[src/char_lcd_nibble_bus_sequencer_macros.svh]
// Assertion macros shared by the display sequencer RTL.
`ifndef CHAR_LCD_NIBBLE_BUS_SEQUENCER_MACROS_SVH
`define CHAR_LCD_NIBBLE_BUS_SEQUENCER_MACROS_SVH

`ifndef SYNTH

// Same-cycle implication, checked on every rising edge out of reset
`define CLNBS_ASSERT_IMPL(label, clk, rst_n, ante, cons) \
	label: assert property (@(posedge clk) disable iff (!(rst_n)) (ante) |-> (cons)) \
		else $error("sequencer check failed");

// Next-cycle implication
`define CLNBS_ASSERT_NEXT(label, clk, rst_n, ante, cons) \
	label: assert property (@(posedge clk) disable iff (!(rst_n)) (ante) |=> (cons)) \
		else $error("sequencer check failed");

`else

`define CLNBS_ASSERT_IMPL(label, clk, rst_n, ante, cons)
`define CLNBS_ASSERT_NEXT(label, clk, rst_n, ante, cons)

`endif

`endif

[src/clnbs_pkg.sv]
// Types, codes, constants and init tables for the display nibble-bus sequencer.
`default_nettype none

package clnbs_pkg;

	// Request codes carried in the input tuser
	typedef enum logic [2:0] {
		OP_TICK  = 3'd0,
		OP_INIT  = 3'd1,
		OP_CMD   = 3'd2,
		OP_DATA  = 3'd3,
		OP_ADDR  = 3'd4,
		OP_READ  = 3'd5
	} op_t;

	// Extra wait that follows a nibble
	typedef enum logic [1:0] {
		WK_NONE  = 2'd0,
		WK_POWER = 2'd1,
		WK_SHORT = 2'd2,
		WK_CLEAR = 2'd3
	} wait_kind_t;

	localparam int unsigned COUNT_WIDTH_DEF = 16;
	localparam int unsigned CFG_WIDTH       = 16;
	localparam int unsigned CFG_IDX_WIDTH   = 2;

	// Register indexes
	localparam logic [CFG_IDX_WIDTH-1:0] REG_PULSE = 2'd0;
	localparam logic [CFG_IDX_WIDTH-1:0] REG_POWER = 2'd1;
	localparam logic [CFG_IDX_WIDTH-1:0] REG_SHORT = 2'd2;
	localparam logic [CFG_IDX_WIDTH-1:0] REG_CLEAR = 2'd3;

	// Register reset values
	localparam logic [CFG_WIDTH-1:0] PULSE_RST = 16'd40;
	localparam logic [CFG_WIDTH-1:0] POWER_RST = 16'd4100;
	localparam logic [CFG_WIDTH-1:0] SHORT_RST = 16'd100;
	localparam logic [CFG_WIDTH-1:0] CLEAR_RST = 16'd6200;

	// Display commands and address windows
	localparam logic [7:0] CMD_CLEAR    = 8'h01;
	localparam logic [7:0] CMD_SET_ADDR = 8'h80;
	localparam logic [7:0] ROW0_LAST    = 8'd39;
	localparam logic [7:0] ROW1_FIRST   = 8'd64;
	localparam logic [7:0] ROW1_LAST    = 8'd103;

	localparam logic [3:0] INIT_STEPS      = 4'd12;
	localparam logic [3:0] INIT_FIRST_NIB  = 4'h2;

	typedef struct packed {
		logic [CFG_WIDTH-1:0] pulse_ticks;
		logic [CFG_WIDTH-1:0] power_on_wait_ticks;
		logic [CFG_WIDTH-1:0] short_wait_ticks;
		logic [CFG_WIDTH-1:0] clear_wait_ticks;
	} cfg_t;

	typedef struct packed {
		logic [2:0] op;
		logic [7:0] value;
		logic [3:0] bus_in;
	} item_t;

	typedef struct packed {
		logic       rejected;
		logic [7:0] read_byte;
		logic       read_valid;
		logic       ready_res;
		logic       bus_drive;
		logic [3:0] bus_out;
		logic       enable_pin;
		logic       read_not_write;
		logic       reg_select;
	} res_t;

	// Nibble sent at a given init step (step counted from 0)
	function automatic logic [3:0] init_nibble(input logic [3:0] idx);
		logic [3:0] n;
		case (idx)
			4'd0, 4'd1, 4'd2, 4'd3, 4'd4: n = 4'h2;
			4'd5:  n = 4'h8;
			4'd7:  n = 4'hC;
			4'd9:  n = 4'h1;
			4'd11: n = 4'h6;
			default: n = 4'h0;
		endcase
		return n;
	endfunction

	// Wait that follows a given init step
	function automatic wait_kind_t init_wait(input logic [3:0] idx);
		wait_kind_t k;
		case (idx)
			4'd0: k = WK_POWER;
			4'd1: k = WK_SHORT;
			4'd9: k = WK_CLEAR;
			default: k = WK_NONE;
		endcase
		return k;
	endfunction

endpackage

`default_nettype wire

[src/clnbs_seq_core.sv]
// Sequencer state, one-item next-state logic and the result register.
`default_nettype none
`include "char_lcd_nibble_bus_sequencer_macros.svh"

module clnbs_seq_core #(
	parameter int unsigned COUNT_WIDTH = clnbs_pkg::COUNT_WIDTH_DEF
) (
	input  wire logic            clk,
	input  wire logic            arst_n,
	input  wire logic            step,
	input  wire clnbs_pkg::item_t item,
	input  wire clnbs_pkg::cfg_t  cfg,
	output clnbs_pkg::res_t       res
);
	import clnbs_pkg::*;

	typedef enum logic [2:0] {
		PH_IDLE    = 3'd0,
		PH_WR_HIGH = 3'd1,
		PH_WR_LOW  = 3'd2,
		PH_WAIT    = 3'd3,
		PH_RD_HIGH = 3'd4,
		PH_RD_LOW  = 3'd5
	} phase_t;

	localparam logic [31:0] CMAX32 = 32'((64'd1 << COUNT_WIDTH) - 64'd1);

	// Zero counts as one, oversize saturates to the counter range
	function automatic logic [COUNT_WIDTH-1:0] load_count(input logic [CFG_WIDTH-1:0] v);
		logic [31:0] w;
		w = {{(32-CFG_WIDTH){1'b0}}, v};
		if (w == 32'd0) w = 32'd1;
		if (w > CMAX32) w = CMAX32;
		return w[COUNT_WIDTH-1:0];
	endfunction

	phase_t                 phase_q, n_phase;
	logic [3:0]             init_step_q, n_init_step;
	logic [COUNT_WIDTH-1:0] wait_q, n_wait;
	logic [7:0]             pending_q, n_pending;
	logic                   low_next_q, n_low_next;
	logic [7:0]             rd_asm_q, n_rd_asm;
	logic [3:0]             nib_q, n_nib;
	logic                   e_q, n_e;
	logic                   rs_q, n_rs;
	logic                   rw_q, n_rw;
	logic                   drive_q, n_drive;
	res_t                   res_q, n_res;

	logic                   done;
	logic [COUNT_WIDTH-1:0] pulse_ld;
	logic                   an_go, nn_go, wr_start;
	logic [3:0]             wr_nib;
	wait_kind_t             kind;
	logic [CFG_WIDTH-1:0]   wait_len;
	logic                   rej, rd_valid;
	logic [7:0]             rd_byte;
	logic [7:0]             byte_in;
	logic                   addr_ok;

	assign done     = (wait_q <= COUNT_WIDTH'(1));
	assign pulse_ld = load_count(cfg.pulse_ticks);
	assign byte_in  = item.value;
	assign addr_ok  = (byte_in <= ROW0_LAST) ||
		((byte_in >= ROW1_FIRST) && (byte_in <= ROW1_LAST));

	// Next state for one item
	always_comb begin
		n_phase     = phase_q;
		n_init_step = init_step_q;
		n_wait      = wait_q;
		n_pending   = pending_q;
		n_low_next  = low_next_q;
		n_rd_asm    = rd_asm_q;
		n_nib       = nib_q;
		n_e         = e_q;
		n_rs        = rs_q;
		n_rw        = rw_q;
		n_drive     = drive_q;
		an_go       = 1'b0;
		nn_go       = 1'b0;
		wr_start    = 1'b0;
		wr_nib      = 4'h0;
		kind        = WK_NONE;
		wait_len    = '0;
		rej         = 1'b0;
		rd_valid    = 1'b0;
		rd_byte     = 8'h00;

		if (item.op == OP_TICK) begin
			// count down the current phase
			if (phase_q != PH_IDLE) begin
				n_wait = done ? '0 : wait_q - COUNT_WIDTH'(1);
			end
			case (phase_q)
				PH_IDLE: begin
				end
				PH_WR_HIGH: begin
					if (done) begin
						n_e     = 1'b0;
						n_phase = PH_WR_LOW;
						n_wait  = pulse_ld;
					end
				end
				PH_WR_LOW: begin
					an_go = done;
				end
				PH_WAIT: begin
					nn_go = done;
				end
				PH_RD_HIGH: begin
					if (done) begin
						n_rd_asm = low_next_q ? {rd_asm_q[7:4], item.bus_in}
							: {item.bus_in, 4'h0};
						n_e      = 1'b0;
						n_phase  = PH_RD_LOW;
						n_wait   = pulse_ld;
					end
				end
				PH_RD_LOW: begin
					if (done) begin
						if (!low_next_q) begin
							n_low_next = 1'b1;
							n_e        = 1'b1;
							n_phase    = PH_RD_HIGH;
							n_wait     = pulse_ld;
						end else begin
							n_low_next = 1'b0;
							n_phase    = PH_IDLE;
							n_rw       = 1'b0;
							n_drive    = 1'b1;
							rd_valid   = 1'b1;
							rd_byte    = rd_asm_q;
						end
					end
				end
				default: begin
					n_phase = PH_IDLE;
				end
			endcase
		end else if (item.op <= OP_READ) begin
			if (phase_q != PH_IDLE) begin
				rej = 1'b1;
			end else begin
				case (item.op)
					OP_INIT: begin
						n_rs        = 1'b0;
						n_rw        = 1'b0;
						n_drive     = 1'b1;
						n_low_next  = 1'b0;
						n_init_step = 4'd1;
						wr_start    = 1'b1;
						wr_nib      = INIT_FIRST_NIB;
					end
					OP_CMD, OP_DATA: begin
						n_rs       = (item.op == OP_DATA);
						n_rw       = 1'b0;
						n_drive    = 1'b1;
						n_pending  = byte_in;
						n_low_next = 1'b1;
						wr_start   = 1'b1;
						wr_nib     = byte_in[7:4];
					end
					OP_ADDR: begin
						if (addr_ok) begin
							n_rs       = 1'b0;
							n_rw       = 1'b0;
							n_drive    = 1'b1;
							n_pending  = CMD_SET_ADDR | byte_in;
							n_low_next = 1'b1;
							wr_start   = 1'b1;
							wr_nib     = n_pending[7:4];
						end else begin
							rej = 1'b1;
						end
					end
					OP_READ: begin
						n_rw       = 1'b1;
						n_rs       = 1'b0;
						n_drive    = 1'b0;
						n_nib      = 4'h0;
						n_low_next = 1'b0;
						n_rd_asm   = 8'h00;
						n_e        = 1'b1;
						n_phase    = PH_RD_HIGH;
						n_wait     = pulse_ld;
					end
					default: begin
					end
				endcase
			end
		end

		// wait that follows a finished nibble
		if (an_go) begin
			if (init_step_q != 4'd0) begin
				kind = init_wait(init_step_q - 4'd1);
			end else if (!low_next_q && !rs_q && (pending_q == CMD_CLEAR)) begin
				kind = WK_CLEAR;
			end
			case (kind)
				WK_POWER: wait_len = cfg.power_on_wait_ticks;
				WK_SHORT: wait_len = cfg.short_wait_ticks;
				WK_CLEAR: wait_len = cfg.clear_wait_ticks;
				default:  wait_len = '0;
			endcase
			if (kind != WK_NONE) begin
				n_phase = PH_WAIT;
				n_wait  = load_count(wait_len);
			end else begin
				nn_go = 1'b1;
			end
		end

		// pick the next nibble or go idle
		if (nn_go) begin
			if (init_step_q != 4'd0) begin
				if (init_step_q >= INIT_STEPS) begin
					n_init_step = 4'd0;
					n_phase     = PH_IDLE;
				end else begin
					n_init_step = init_step_q + 4'd1;
					wr_start    = 1'b1;
					wr_nib      = init_nibble(init_step_q);
				end
			end else if (low_next_q) begin
				n_low_next = 1'b0;
				wr_start   = 1'b1;
				wr_nib     = pending_q[3:0];
			end else begin
				n_phase = PH_IDLE;
			end
		end

		// start an enable pulse for a write nibble
		if (wr_start) begin
			n_nib   = wr_nib;
			n_e     = 1'b1;
			n_phase = PH_WR_HIGH;
			n_wait  = pulse_ld;
		end

		n_res.reg_select     = n_rs;
		n_res.read_not_write = n_rw;
		n_res.enable_pin     = n_e;
		n_res.bus_out        = n_drive ? n_nib : 4'h0;
		n_res.bus_drive      = n_drive;
		n_res.ready_res      = (n_phase == PH_IDLE);
		n_res.read_valid     = rd_valid;
		n_res.read_byte      = rd_byte;
		n_res.rejected       = rej;
	end

	// State and result register
	always_ff @(posedge clk or negedge arst_n) begin
		if (!arst_n) begin
			phase_q     <= PH_IDLE;
			init_step_q <= 4'd0;
			wait_q      <= '0;
			pending_q   <= 8'h00;
			low_next_q  <= 1'b0;
			rd_asm_q    <= 8'h00;
			nib_q       <= 4'h0;
			e_q         <= 1'b0;
			rs_q        <= 1'b0;
			rw_q        <= 1'b0;
			drive_q     <= 1'b1;
			res_q       <= '0;
		end else if (step) begin
			phase_q     <= n_phase;
			init_step_q <= n_init_step;
			wait_q      <= n_wait;
			pending_q   <= n_pending;
			low_next_q  <= n_low_next;
			rd_asm_q    <= n_rd_asm;
			nib_q       <= n_nib;
			e_q         <= n_e;
			rs_q        <= n_rs;
			rw_q        <= n_rw;
			drive_q     <= n_drive;
			res_q       <= n_res;
		end
	end

	assign res = res_q;

	// enable is never left high once idle
	`CLNBS_ASSERT_IMPL(a_idle_e_low, clk, arst_n, phase_q == PH_IDLE, !e_q)
	// data pins are released only inside a status read
	`CLNBS_ASSERT_IMPL(a_release_read, clk, arst_n, !drive_q,
		(phase_q == PH_RD_HIGH) || (phase_q == PH_RD_LOW))
	// RW high only while the bus is released
	`CLNBS_ASSERT_IMPL(a_rw_release, clk, arst_n, rw_q, !drive_q)
	// a refused request leaves the state as it was
	`CLNBS_ASSERT_NEXT(a_rej_hold, clk, arst_n, step && rej,
		$stable(phase_q) && $stable(wait_q) && $stable(pending_q))

endmodule

`default_nettype wire

[src/char_lcd_nibble_bus_sequencer.sv]
// Top level of the character display nibble-bus sequencer.
//
// Channel   Dir  Fields (lowest bit first)
// s_axis    in   tuser: op[2:0]; tdata: value[7:0], bus_in[11:8]
// m_axis    out  tdata: reg_select, read_not_write, enable_pin, bus_out[6:3],
//                bus_drive, ready_res, read_valid, read_byte[17:10], rejected
// cfg       in   cfg_we, cfg_index (0..3), cfg_wdata[15:0]
//
// One item every clock while the output is not stalled: an input register, one pass
// of next-state logic and a result register; the sequencer state is updated as the
// item leaves the input register.
// A result is offered once its item has passed the input register and then the
// result register.
// Reset clears all state but the input item register: sequencer idle, pins low,
// bus driven, registers at their default counts.
// A stalled output holds the result; one more item waits in the input register.
`default_nettype none

module char_lcd_nibble_bus_sequencer #(
	parameter int unsigned COUNT_WIDTH = clnbs_pkg::COUNT_WIDTH_DEF
) (
	input  wire logic                                clk,
	input  wire logic                                arst_n,
	input  wire logic                                s_tvalid,
	output logic                                     s_tready,
	input  wire logic [15:0]                         s_tdata,  // value[7:0], bus_in[11:8]
	input  wire logic [2:0]                          s_tuser,  // op[2:0]
	output logic                                     m_tvalid,
	input  wire logic                                m_tready,
	// reg_select, read_not_write, enable_pin, bus_out[6:3], bus_drive,
	// ready_res, read_valid, read_byte[17:10], rejected
	output logic [23:0]                              m_tdata,
	input  wire logic                                cfg_we,
	input  wire logic [clnbs_pkg::CFG_IDX_WIDTH-1:0] cfg_index,
	input  wire logic [clnbs_pkg::CFG_WIDTH-1:0]     cfg_wdata
);
	import clnbs_pkg::*;

	cfg_t  cfg_q;
	item_t item_s1;
	logic  valid_s1;
	logic  out_valid_q;
	logic  advance;
	res_t  res;

	assign advance  = !out_valid_q || m_tready;
	assign s_tready = !valid_s1 || advance;

	// Configuration registers
	always_ff @(posedge clk or negedge arst_n) begin
		if (!arst_n) begin
			cfg_q.pulse_ticks         <= PULSE_RST;
			cfg_q.power_on_wait_ticks <= POWER_RST;
			cfg_q.short_wait_ticks    <= SHORT_RST;
			cfg_q.clear_wait_ticks    <= CLEAR_RST;
		end else if (cfg_we) begin
			case (cfg_index)
				REG_PULSE: cfg_q.pulse_ticks         <= cfg_wdata;
				REG_POWER: cfg_q.power_on_wait_ticks <= cfg_wdata;
				REG_SHORT: cfg_q.short_wait_ticks    <= cfg_wdata;
				REG_CLEAR: cfg_q.clear_wait_ticks    <= cfg_wdata;
				default: begin
				end
			endcase
		end
	end

	// Input register and output valid
	always_ff @(posedge clk or negedge arst_n) begin
		if (!arst_n) begin
			valid_s1    <= 1'b0;
			out_valid_q <= 1'b0;
		end else begin
			if (s_tready) begin
				valid_s1 <= s_tvalid;
			end
			if (advance) begin
				out_valid_q <= valid_s1;
			end
		end
	end

	always_ff @(posedge clk) begin
		if (s_tready && s_tvalid) begin
			item_s1.op     <= s_tuser;
			item_s1.value  <= s_tdata[7:0];
			item_s1.bus_in <= s_tdata[11:8];
		end
	end

	clnbs_seq_core #(
		.COUNT_WIDTH(COUNT_WIDTH)
	) u_core (
		.clk    (clk),
		.arst_n (arst_n),
		.step   (valid_s1 && advance),
		.item   (item_s1),
		.cfg    (cfg_q),
		.res    (res)
	);

	assign m_tvalid = out_valid_q;
	assign m_tdata  = {5'b0, res};

endmodule

`default_nettype wire

[config.mk]
export PLATFORM = sky130hd
export DESIGN_NAME = char_lcd_nibble_bus_sequencer
export DESIGN_NICKNAME = d
export VERILOG_FILES = /design/src/clnbs_pkg.sv /design/src/clnbs_seq_core.sv /design/src/char_lcd_nibble_bus_sequencer.sv
export VERILOG_INCLUDE_DIRS = /design/src /design/src/src
export SDC_FILE = /design/constraint.sdc
export NUM_CORES = 1
export LEC_CHECK = 0
export ABC_AREA = 0
export BUFFER_PORTS_ARGS = -buffer_cell sky130_fd_sc_hd__buf_2
export CORE_MARGIN = 2
export CORE_UTILIZATION = 50
export CTS_CLUSTER_SIZE = 10
export DETAILED_ROUTE_END_ITERATION = 6
export PLACE_DENSITY = 0.67
export SYNTH_ARGS = -nofsm -noshare
export SYNTH_HDL_FRONTEND = slang
export SYNTH_SLANG_ARGS = --single-unit
[constraint.sdc]
create_clock -name clk -period 3.4 [get_ports clk]
set_input_delay 0.68 -clock clk [delete_from_list [all_inputs] [get_ports clk]]
set_output_delay 0.68 -clock clk [all_outputs]
set_load 0.05 [all_outputs]
==> impl_metrics.json, run 1 <==
{
  "outcome": "finished, final reports clean",
  "endpoint": "u_core.wait_q[0]",
  "dp.cells": 976,
  "fp-row-count": 45,
  "pin_count": 68,
  "wire_per_inst_um": 19.19,
  "critPathLaunch": "u_core.init_step_q[1]",
  "grt-ovfl-total": 0,
  "coreArea_mm2": 0.01509,
  "maxSlewHeadroom": 0.3473,
  "synth_ff_type": "dfrtp_1",
  "crit_fanout": 16,
  "dr_total_vias": 6258,
  "setup_ws_ns": 0.2269,
  "stdcell_count": 1011,
  "cp.required_ns": 3.76,
  "finClkSkew_ns": 0.008342,
  "grt_pass1_wl_um": 31600,
  "htree_levels": 4,
  "ys_types": 74,
  "die_area_mm2": 0.01636,
  "ant_nets": 0,
  "start_util": 0.5089,
  "place_ws_ns": 0.1756,
  "yosys_register_bits": 145,
  "max-vdd-ir-drop_mv": 0.4035,
  "critical_path_depth": 12,
  "p_total_mw": 5.406,
  "setup_viol": 0,
  "arrival_ns": 3.53,
  "hp-class": "in2async",
  "cts_made_buffers": 17,
  "grt_max_degree": 97,
  "track_usage": 0.2477,
  "antenna_found_initial": 0,
  "finalInstanceArea_mm2": 0.008870,
  "cpMaxStageDelayCell": "or4_1",
  "rsz0062_at_grt": "false",
  "die_h_um": 127.9,
  "final_core_utilization": 0.5878,
  "place_area_mm2": 0.008263,
  "critPathMaxStageDelay_ns": 0.57,
  "hold_violations": 0,
  "drive_above_1_share": 0.2783,
  "regToRegSetupSlack_ns": 0.23,
  "fin_nets": 863,
  "yosys_warnings": 0,
  "path_clk_slew_ns": 0.06,
  "drt_iter0_markers": 562,
  "timing.rr.start": "u_core.init_step_q[1]",
  "dr.max_layer_used": "met4",
  "insertedDiodeCount": 0,
  "drt_pass1_iterations": 5,
  "synth.yosys.seq_area_share": 0.4844,
  "tightest_slew_ns": 0.9763,
  "worst-r2r-cell-count": 12,
  "via_per_inst": 6.190,
  "fmax_mhz": 315.1,
  "syn_inst": 743,
  "dp_hpwl_um": 13200,
  "clkLatencyLatePin_ns": 0.43,
  "synth_edf_count": 15,
  "wl_met3_um": 1160,
  "cts_root_buffer": "clkbuf_16",
  "path_delay_family": "simple AND/OR/NAND/NOR gates",
  "syn_to_final_growth_pct": 15.51,
  "powerDensity_mw_per_mm2": 609.5,
  "grt_pass1_vias": 6015,
  "cts_hold_buffers": 0,
  "leakage_nw": 3.777,
  "slew_viol_final": 0,
  "nFillCells": 1289,
  "max-cap-violations": 0,
  "die_w_um": 127.9,
  "path_buf_inv": 3,
  "syn-cell-area_mm2": 0.007679,
  "syn_avg_cell_area_um2": 10.33,
  "portBuffers": 58,
  "clk_path_buf_depth": 2,
  "holdWs_ns": 0.1980,
  "cp_cell_sequence": "inv_1 -> ha_1 -> inv_1 -> ha_1 -> nand4_1 -> o211a_1 -> buf_12 -> mux2i_1 -> a2bb2oi_1 -> nand4_1 -> or4_1 -> a21oi_1",
  "gp_congestion": 0.9260,
  "tns_ns": 0,
  "timing.rr.end": "u_core.wait_q[0]",
  "min_period_ns": 3.173,
  "period_share": 0.9333,
  "start_kind": "flop",
  "dr_wl_met2_um": 9032,
  "async_reset_ff_frac": 0.8966,
  "criticalPathCategory": "reg2reg",
  "critPathCaptureType": "flop",
  "wl_um": 19400,
  "drcViolationCount": 0,
  "clock-sinks": 145,
  "wl_met1_um": 8916,
  "cts_tree": "built"
}
[repair_timing]
action / in CTS / in global routing
gates resized for setup: 0 / 0
setup endpoints to repair: 0 / 5
setup buffers: 0 / 3
[routing by layer]
| metal | track usage | vias up |
|---|---|---|
| met5 | 0 | - |
| met3 | 0.05050 | 28 |
| li1 | - | 2899 |
| met1 | 0.3449 | 3111 |
| met4 | 0.09244 | 0 |
| met2 | 0.3853 | 220 |
[cells in the final DEF, fill, tap and decap left out, types with 5 or more instances in the layout]
master | netlist | routed
mux2i_1 | 16 | 16
inv_1 | 12 | 12
nand4_1 | 8 | 8
o31ai_1 | 5 | 5
o22ai_1 | 19 | 19
buf_4 | 8 | 35
o21ai_0 | 70 | 70
mux2_2 | 73 | 73
a22o_1 | 10 | 10
a221oi_1 | 8 | 8
nand3_1 | 25 | 25
nor3_1 | 10 | 9
buf_2 | 3 | 57
or3_1 | 5 | 5
o211ai_1 | 5 | 5
and3_1 | 5 | 5
clkbuf_16 | 0 | 17
ha_1 | 11 | 11
nor2_1 | 44 | 44
conb_1 | 1 | 5
edfxtp_1 | 15 | 15
nand2_1 | 82 | 81
nor4_1 | 6 | 6
a2bb2oi_1 | 15 | 15
dfrtp_1 | 117 | 117
dfstp_2 | 13 | 13
a21boi_0 | 5 | 5
o221ai_1 | 6 | 6
a31oi_1 | 7 | 7
a21oi_1 | 26 | 26
[report_power, final]
| part | leakage (nW) | switching, mW | internal (mW) |
|---|---|---|---|
| sequential | 1.74 | 0.286 | 2.08 |
| clock | 0.277 | 0.759 | 1.09 |
| combinational | 1.76 | 0.668 | 0.532 |
[cells by family after synthesis]
kind of cell / Yosys count / synth area share
adder cells (fa/ha/maj): 11 / 0.01792
multiplexers: 89 / 0.1279
buffers and inverters: 62 / 0.03764
XOR/XNOR: 4 / 0.004563
AND/OR/NAND/NOR: 219 / 0.1401
other: 1 / 0.0004884
AO/OA/AOI/OAI: 212 / 0.1869
flip-flops: 145 / 0.4844
[flip-flops by register name, summed over array words and instances (netlist names)]
register,flops
cfg_q,64
u_core.res,18
u_core.wait_q,16
item_s1,15
u_core.pending_q,8
u_core.rd_asm_q,8
u_core.init_step_q,4
u_core.nib_q,4
u_core.phase_q,3
m_tvalid,1
u_core.drive_q,1
u_core.low_next_q,1
u_core.rw_q,1
valid_s1,1
[synth_stat cells (all sizes together), types with 12 or more instances]
library cell | instances | share of area
mux2 | 73 | 0.11
edfxtp | 15 | 0.059
inv | 12 | 0.0059
a21oi | 26 | 0.017
nand2 | 83 | 0.042
o22ai | 19 | 0.015
nor2 | 45 | 0.022
a2bb2oi | 16 | 0.019
dfstp | 13 | 0.044
o21ai | 71 | 0.046
mux2i | 16 | 0.021
clkbuf | 35 | 0.017
dfrtp | 117 | 0.38
buf | 15 | 0.015
nand3 | 25 | 0.016
[how the worst min path moves through the flow]
stage,to,slack [ns],start,depth (start not counted)
finish,u_core.res[15],0.20,arst_n,1
global placement,u_core.res[9],0.44,u_core.res[9],2
floorplan,cfg_q[0],0.38,arst_n,0
global route,u_core.res[15],0.23,arst_n,1
detailed placement,u_core.res[9],0.45,u_core.res[9],2
CTS,u_core.res[15],0.21,arst_n,1
[final cells by class]
cell class                      count  area, µm²  area share
Multi-Input combinational cell    540       3697      0.4168
Tap cell                          188      235.2     0.02652
Sequential cell                   145       3720      0.4194
Inverter                           12      45.04    0.005078
Timing Repair Buffer               94      588.1     0.06630
Clock buffer                       17      425.4     0.04796
Clock inverter                     15      158.9     0.01792
Note: power is estimated with default switching activity, not from simulation.
==> run 2, diff against run 1 <==
--- a/config.mk
+++ b/config.mk
@@ -12,7 +12,7 @@
 export CORE_UTILIZATION = 50
 export CTS_CLUSTER_SIZE = 10
 export DETAILED_ROUTE_END_ITERATION = 6
-export PLACE_DENSITY = 0.67
+export PLACE_DENSITY = 0.78
 export SYNTH_ARGS = -nofsm -noshare
 export SYNTH_HDL_FRONTEND = slang
 export SYNTH_SLANG_ARGS = --single-unit
==> run 2 against run 1 <==
Effect of this change:
- clock skew is 0.00050 ns lower
- sequential share of layout area is 0.13 points lower
- global-route usage is 0.35 points lower
- combinational power hardly changed
- fmax is 2.3% lower
- die area stayed put
- flip-flop and latch count stayed put
- via count is 1.4% lower
- core utilization is 0.18 points higher
- largest cell class unchanged
==> impl_metrics.json, run 2 (synthesis gave the netlist of run 1 again) <==
{
  "grt_pass1_vias": 6211,
  "grt-ovfl-total": 0,
  "p_int_mw": 3.891,
  "hp-class": "in2async",
  "crit_fanout": 12,
  "ant_nets": 0,
  "wl_um": 18720,
  "pwr-share-clk": 0.362,
  "p_total_mw": 5.566,
  "cp.required_ns": 3.74,
  "cts_tree": "built",
  "p_seq_frac": 0.425,
  "path_clk_slew_ns": 0.06,
  "coreArea_mm2": 0.01509,
  "pin_count": 68,
  "layout_common_cells": "117 x dfrtp_1, 81 x nand2_1, 73 x mux2_2",
  "gp_congestion": 0.9384,
  "die_h_um": 127.9,
  "clkLatencyLatePin_ns": 0.43,
  "fp-row-count": 45,
  "die_area_mm2": 0.01636,
  "slew_viol_final": 0,
  "hold_violations": 0,
  "largest_reg_flops": 64,
  "period_share": 0.9551,
  "drt_iter0_markers": 540,
  "portBuffers": 58,
  "grt_max_degree": 83,
  "drcViolationCount": 0,
  "start_kind": "flop",
  "setup_viol": 0,
  "powerDensity_mw_per_mm2": 625.6,
  "critPathCaptureType": "flop",
  "arrival_ns": 3.59,
  "maxSlewHeadroom": 0.2617,
  "final_core_utilization": 0.5896,
  "cpMaxStageDelayCell": "nor2_1",
  "htree_levels": 4,
  "clk_path_buf_depth": 2,
  "finClkSkew_ns": 0.007841,
  "nFillCells": 1241,
  "start_util": 0.5089,
  "regMostFlops": "cfg_q",
  "cts_made_buffers": 17,
  "min_period_ns": 3.247,
  "criticalPathCategory": "reg2reg",
  "die_w_um": 127.9,
  "critPathMaxStageDelay_ns": 0.83,
  "fin_nets": 858,
  "wire_per_inst_um": 18.61,
  "holdWs_ns": 0.1050,
  "rsz0062_at_grt": "true",
  "insertedDiodeCount": 0,
  "max-vdd-ir-drop_mv": 0.3443,
  "via_per_inst": 6.132,
  "layout_commonest_cell": "dfrtp_1",
  "dp_hpwl_um": 12940,
  "drive_above_1_share": 0.2751,
  "tightest_slew_ns": 1.103,
  "cp_cell_sequence": "inv_1 -> ha_1 -> inv_1 -> ha_1 -> nand2_1 -> nand2_1 -> nor2_1 -> buf_4 -> a2bb2oi_1 -> o21ai_0 -> o22ai_1 -> o21ai_0",
  "outcome": "finished, final reports clean",
  "antenna_found_initial": 0,
  "leakage_nw": 3.764,
  "path_delay_family": "simple AND/OR/NAND/NOR gates",
  "path_buf_inv": 3,
  "dr_total_vias": 6169,
  "fmax_mhz": 308.0,
  "grt_pass1_wl_um": 31630,
  "cts_root_buffer": "clkbuf_16",
  "clock-sinks": 145,
  "cts_setup_buffers": 0,
  "track_usage": 0.2443,
  "p_sw_mw": 1.675,
  "syn_to_final_growth_pct": 15.87,
  "sw_frac_of_total": 0.3009,
  "p_comb_frac": 0.214,
  "drt_pass1_iterations": 6,
  "max-cap-violations": 0
}
run 2: cell types whose count changed in the layout (fill, tap and decap cells not counted):
cell | before | now
bufinv_16 | 2 | 3
clkbuf_16 | 17 | 20
inv_8 | 1 | 0
clkinv_1 | 2 | 1
inv_6 | 3 | 1
clkinv_2 | 1 | 3
clkinv_4 | 3 | 1
buf_4 | 35 | 30
run 2: final timing paths:
path,from,to,slack [ns],depth (start not counted)
max,u_core.init_step_q[1],u_core.wait_q[11],0.15,12
min,arst_n,u_core.pending_q[2],0.10,1
max reg2reg,u_core.init_step_q[1],u_core.wait_q[11],0.15,12
min reg2reg,u_core.res[9],u_core.res[9],0.46,2
max in group asynchronous,arst_n,cfg_q[3],2.56,2
min in group clk,s_tdata[0],item_s1[4],0.42,1
run 2: worst reg2reg max path, cell delays in order, from the launching register on:
cell and delay (ns):
dfrtp_1 0.45, inv_1 0.14, ha_1 0.23, inv_1 0.09
ha_1 0.29, nand2_1 0.15, nand2_1 0.07, nor2_1 0.83
buf_4 0.30, a2bb2oi_1 0.09, o21ai_0 0.27, o22ai_1 0.11
o21ai_0 0.16
run 2: routing by layer:
layer	GRT usage	up-vias	part of all wire
li1	-	2892	-
met2	0.3835	233	0.47
met4	0.09244	0	0.023
met1	0.3336	3001	0.44
met3	0.05467	43	0.067
met5	0	-	0
run 2: power groups by stage:
stage / clock, mW / sequential, mW / combinational (mW)
after floorplan: 0 / 2.33 / 0.875
final: 2.01 / 2.36 / 1.19
after global placement: 0 / 2.37 / 1.14
after CTS: 2.03 / 2.36 / 1.19
after detailed placement: 0 / 2.38 / 1.18
after global routing: 2.11 / 2.40 / 1.33
run 2: final cells by class:
type                            instances  area (µm²)  share of cell area
Timing Repair Buffer                   89       550.5             0.06188
Multi-Input combinational cell        540        3697              0.4156
Inverter                               12       45.04            0.005063
Clock inverter                         12       148.9             0.01673
Tap cell                              188       235.2             0.02644
Sequential cell                       145        3720              0.4181
Clock buffer                           20       500.5             0.05625
run 2: metrics by stage:
stage	cell area (µm²)	worst slack, ns	cells	TNS, ns
floorplan	7694	0.5594	747	0
global placement	8248	0.2722	974	0
global route	8897	-0.01252	1006	-0.01252
CTS	8897	0.1955	1006	0
detailed placement	8248	0.1958	974	0
finish	8897	0.1527	1006	0
run 2: timing repair:
item / in CTS / in global routing
endpoints found under the setup margin: 0 / 2
hold buffers: 0 / 0
gates resized for setup: 0 / 0
==> run 3, diff against run 2 <==
--- a/config.mk
+++ b/config.mk
@@ -9,10 +9,11 @@
 export ABC_AREA = 0
 export BUFFER_PORTS_ARGS = -buffer_cell sky130_fd_sc_hd__buf_2
 export CORE_MARGIN = 2
-export CORE_UTILIZATION = 50
+export CORE_UTILIZATION = 25
 export CTS_CLUSTER_SIZE = 10
 export DETAILED_ROUTE_END_ITERATION = 6
-export PLACE_DENSITY = 0.78
+export MAX_ROUTING_LAYER = met4
+export PLACE_DENSITY = 0.49
 export SYNTH_ARGS = -nofsm -noshare
 export SYNTH_HDL_FRONTEND = slang
 export SYNTH_SLANG_ARGS = --single-unit
==> run 3 against run 2 <==
Effect of this change:
- total power is 1.8% higher
- core utilization is 29 points lower
- count of clock-buffer cells in the layout is 4 higher
- die area is 96% higher
- flip-flop and latch count stayed put
- wire length is 14% higher
- clock power is 4% higher
- first-iteration DRC count is 14% lower
- sequential share of layout area is 1.7 points lower
- via count is 2.5% lower
==> impl_metrics.json, run 3 (synthesis gave the netlist of run 1 again) <==
{
  "outcome": "finished, final reports clean",
  "grt-ovfl-total": 0,
  "layout_common_cells": "117 x dfrtp_1, 81 x nand2_1, 73 x mux2_2",
  "arrival_ns": 3.50,
  "powerDensity_mw_per_mm2": 611.9,
  "p_total_mw": 5.668,
  "criticalPathCategory": "reg2reg",
  "finalInstanceArea_mm2": 0.009264,
  "insertedDiodeCount": 0,
  "min_period_ns": 3.204,
  "drcViolationCount": 0,
  "dr_total_vias": 6012,
  "htree_levels": 4,
  "stdcell_count": 1223,
  "dp_hpwl_um": 15040,
  "max-vdd-ir-drop_mv": 0.2318,
  "start_util": 0.2523,
  "die_h_um": 179.3,
  "multiInputGateArea_mm2": 0.003709,
  "maxSlewHeadroom": 0.3667,
  "critPathCaptureType": "flop",
  "fp-row-count": 64,
  "die_w_um": 179.3,
  "tightest_slew_ns": 0.9473,
  "seqCellArea_mm2": 0.003720,
  "place_area_mm2": 0.008592,
  "drive_above_1_share": 0.2805,
  "critPathMaxStageDelay_ns": 0.59,
  "coreArea_mm2": 0.03043,
  "drt_iter0_markers": 463,
  "fmax_mhz": 312.1,
  "largest_reg_flops": 64,
  "fin_nets": 867,
  "grt_max_degree": 78,
  "wire_per_inst_um": 17.49,
  "die_area_mm2": 0.03213,
  "cpMaxStageDelayCell": "or3b_2",
  "gp_congestion": 0.8545,
  "dp.cells": 1191,
  "path_buf_inv": 1,
  "cp_cell_sequence": "inv_1 -> ha_1 -> or3b_2 -> a31oi_1 -> a311oi_4 -> o41ai_4 -> nor2_2 -> a222oi_1 -> o21ai_0",
  "wl_um": 21390,
  "syn_to_final_growth_pct": 20.65,
  "layout_commonest_cell": "dfrtp_1",
  "ant_nets": 0,
  "period_share": 0.9423,
  "portBuffers": 58,
  "slew_viol_final": 0,
  "path_delay_family": "compound AO/OA/AOI/OAI gates",
  "setup_viol": 0,
  "hold_violations": 0,
  "cts_root_buffer": "clkbuf_16",
  "cts_made_buffers": 17,
  "drt_pass1_iterations": 6,
  "cts_setup_buffers": 0,
  "nFillCells": 3199,
  "clk_path_buf_depth": 2,
  "regToRegSetupSlack_ns": 0.20,
  "pin_count": 68,
  "grt_pass1_vias": 6054,
  "clock-sinks": 145,
  "leakage_nw": 3.826,
  "path_clk_slew_ns": 0.06,
  "hp-class": "in2async",
  "final_core_utilization": 0.3044,
  "finClkSkew_ns": 0.01131,
  "tns_ns": 0,
  "clkLatencyLatePin_ns": 0.44,
  "track_usage": 0.1428,
  "via_per_inst": 4.916,
  "max-cap-violations": 0,
  "crit_fanout": 9,
  "rsz0062_at_grt": "false",
  "regMostFlops": "cfg_q",
  "cts_tree": "built",
  "cp.required_ns": 3.70,
  "grt_pass1_wl_um": 34200,
  "start_kind": "flop",
  "antenna_found_initial": 0
}
-- run 3: cell count changes in the layout (fill, tap and decap cells not counted) --
cell	change
a311oi_2	-1
a311oi_4	+1
buf_12	+1
buf_4	+7
buf_6	+1
bufinv_16	+1
clkbuf_1	+3
clkbuf_16	-1
clkbuf_8	+2
clkinv_1	-1
clkinv_2	-1
clkinvlp_4	-2
inv_6	-1
-- run 3: final timing paths --
check | end | from | cells after the start
worst min-delay path | cfg_q[17] | arst_n | 1
max in group asynchronous | u_core.drive_q | arst_n | 2
min in group clk | item_s1[9] | s_tdata[5] | 1
worst max-delay path | u_core.nib_q[0] | u_core.init_step_q[1] | 9
worst max register to register | u_core.nib_q[0] | u_core.init_step_q[1] | 9
worst min register to register | u_core.drive_q | u_core.drive_q | 2
-- run 3: layout make-up --
| cell class | instances | share of cell area |
|---|---|---|
| clock buffer | 24 | 0.05551 |
| clock inverter | 8 | 0.01580 |
| inverter | 12 | 0.004862 |
| multi-input combinational | 540 | 0.4003 |
| sequential | 145 | 0.4015 |
| tap | 396 | 0.05348 |
| timing repair buffer | 98 | 0.06848 |
-- run 3: per-stage QoR --
step | worst slack (ns) | hold WS [ns]
6_report | 0.1963 | 0.2042
5_1_grt | 0.006944 | 0.2444
4_1_cts | 0.2634 | 0.2151
3_5_place_dp | 0.2821 | 0.4499
3_3_place_gp | 0.3111 | 0.4505
2_1_floorplan | 0.5594 | 0.3844
-- run 3: timing repair --
item,CTS,global route
endpoints found under the setup margin,0,7
gates resized for setup,0,1
hold buffers,0,0
endpoints found under the hold margin,0,0
-- run 3: metal layers --
| metal | part of all wire | global-route usage | vias up | routed length, µm |
|---|---|---|---|---|
| li1 | - | - | 2901 | - |
| met1 | 0.47 | 0.1851 | 2961 | 9982 |
| met2 | 0.47 | 0.2197 | 122 | 10140 |
| met3 | 0.040 | 0.03096 | 28 | 863 |
| met4 | 0.019 | 0.05074 | 0 | 402 |
| met5 | 0 | - | - | 0 |
-- run 3: power by group --
| part | switching, mW | total [mW] | leakage, nW | internal [mW] |
|---|---|---|---|---|
| Combinational | 0.697 | 1.24 | 1.77 | 0.546 |
| Sequential | 0.263 | 2.34 | 1.74 | 2.08 |
| Clock | 0.732 | 2.09 | 0.321 | 1.35 |
-- run 3: worst reg2reg max path, stage by stage, from the launching register on --
cell and delay [ns]:
dfrtp_1 0.38, inv_1 0.11, ha_1 0.25, or3b_2 0.59
a31oi_1 0.30, a311oi_4 0.12, o41ai_4 0.58, nor2_2 0.20
a222oi_1 0.43, o21ai_0 0.12
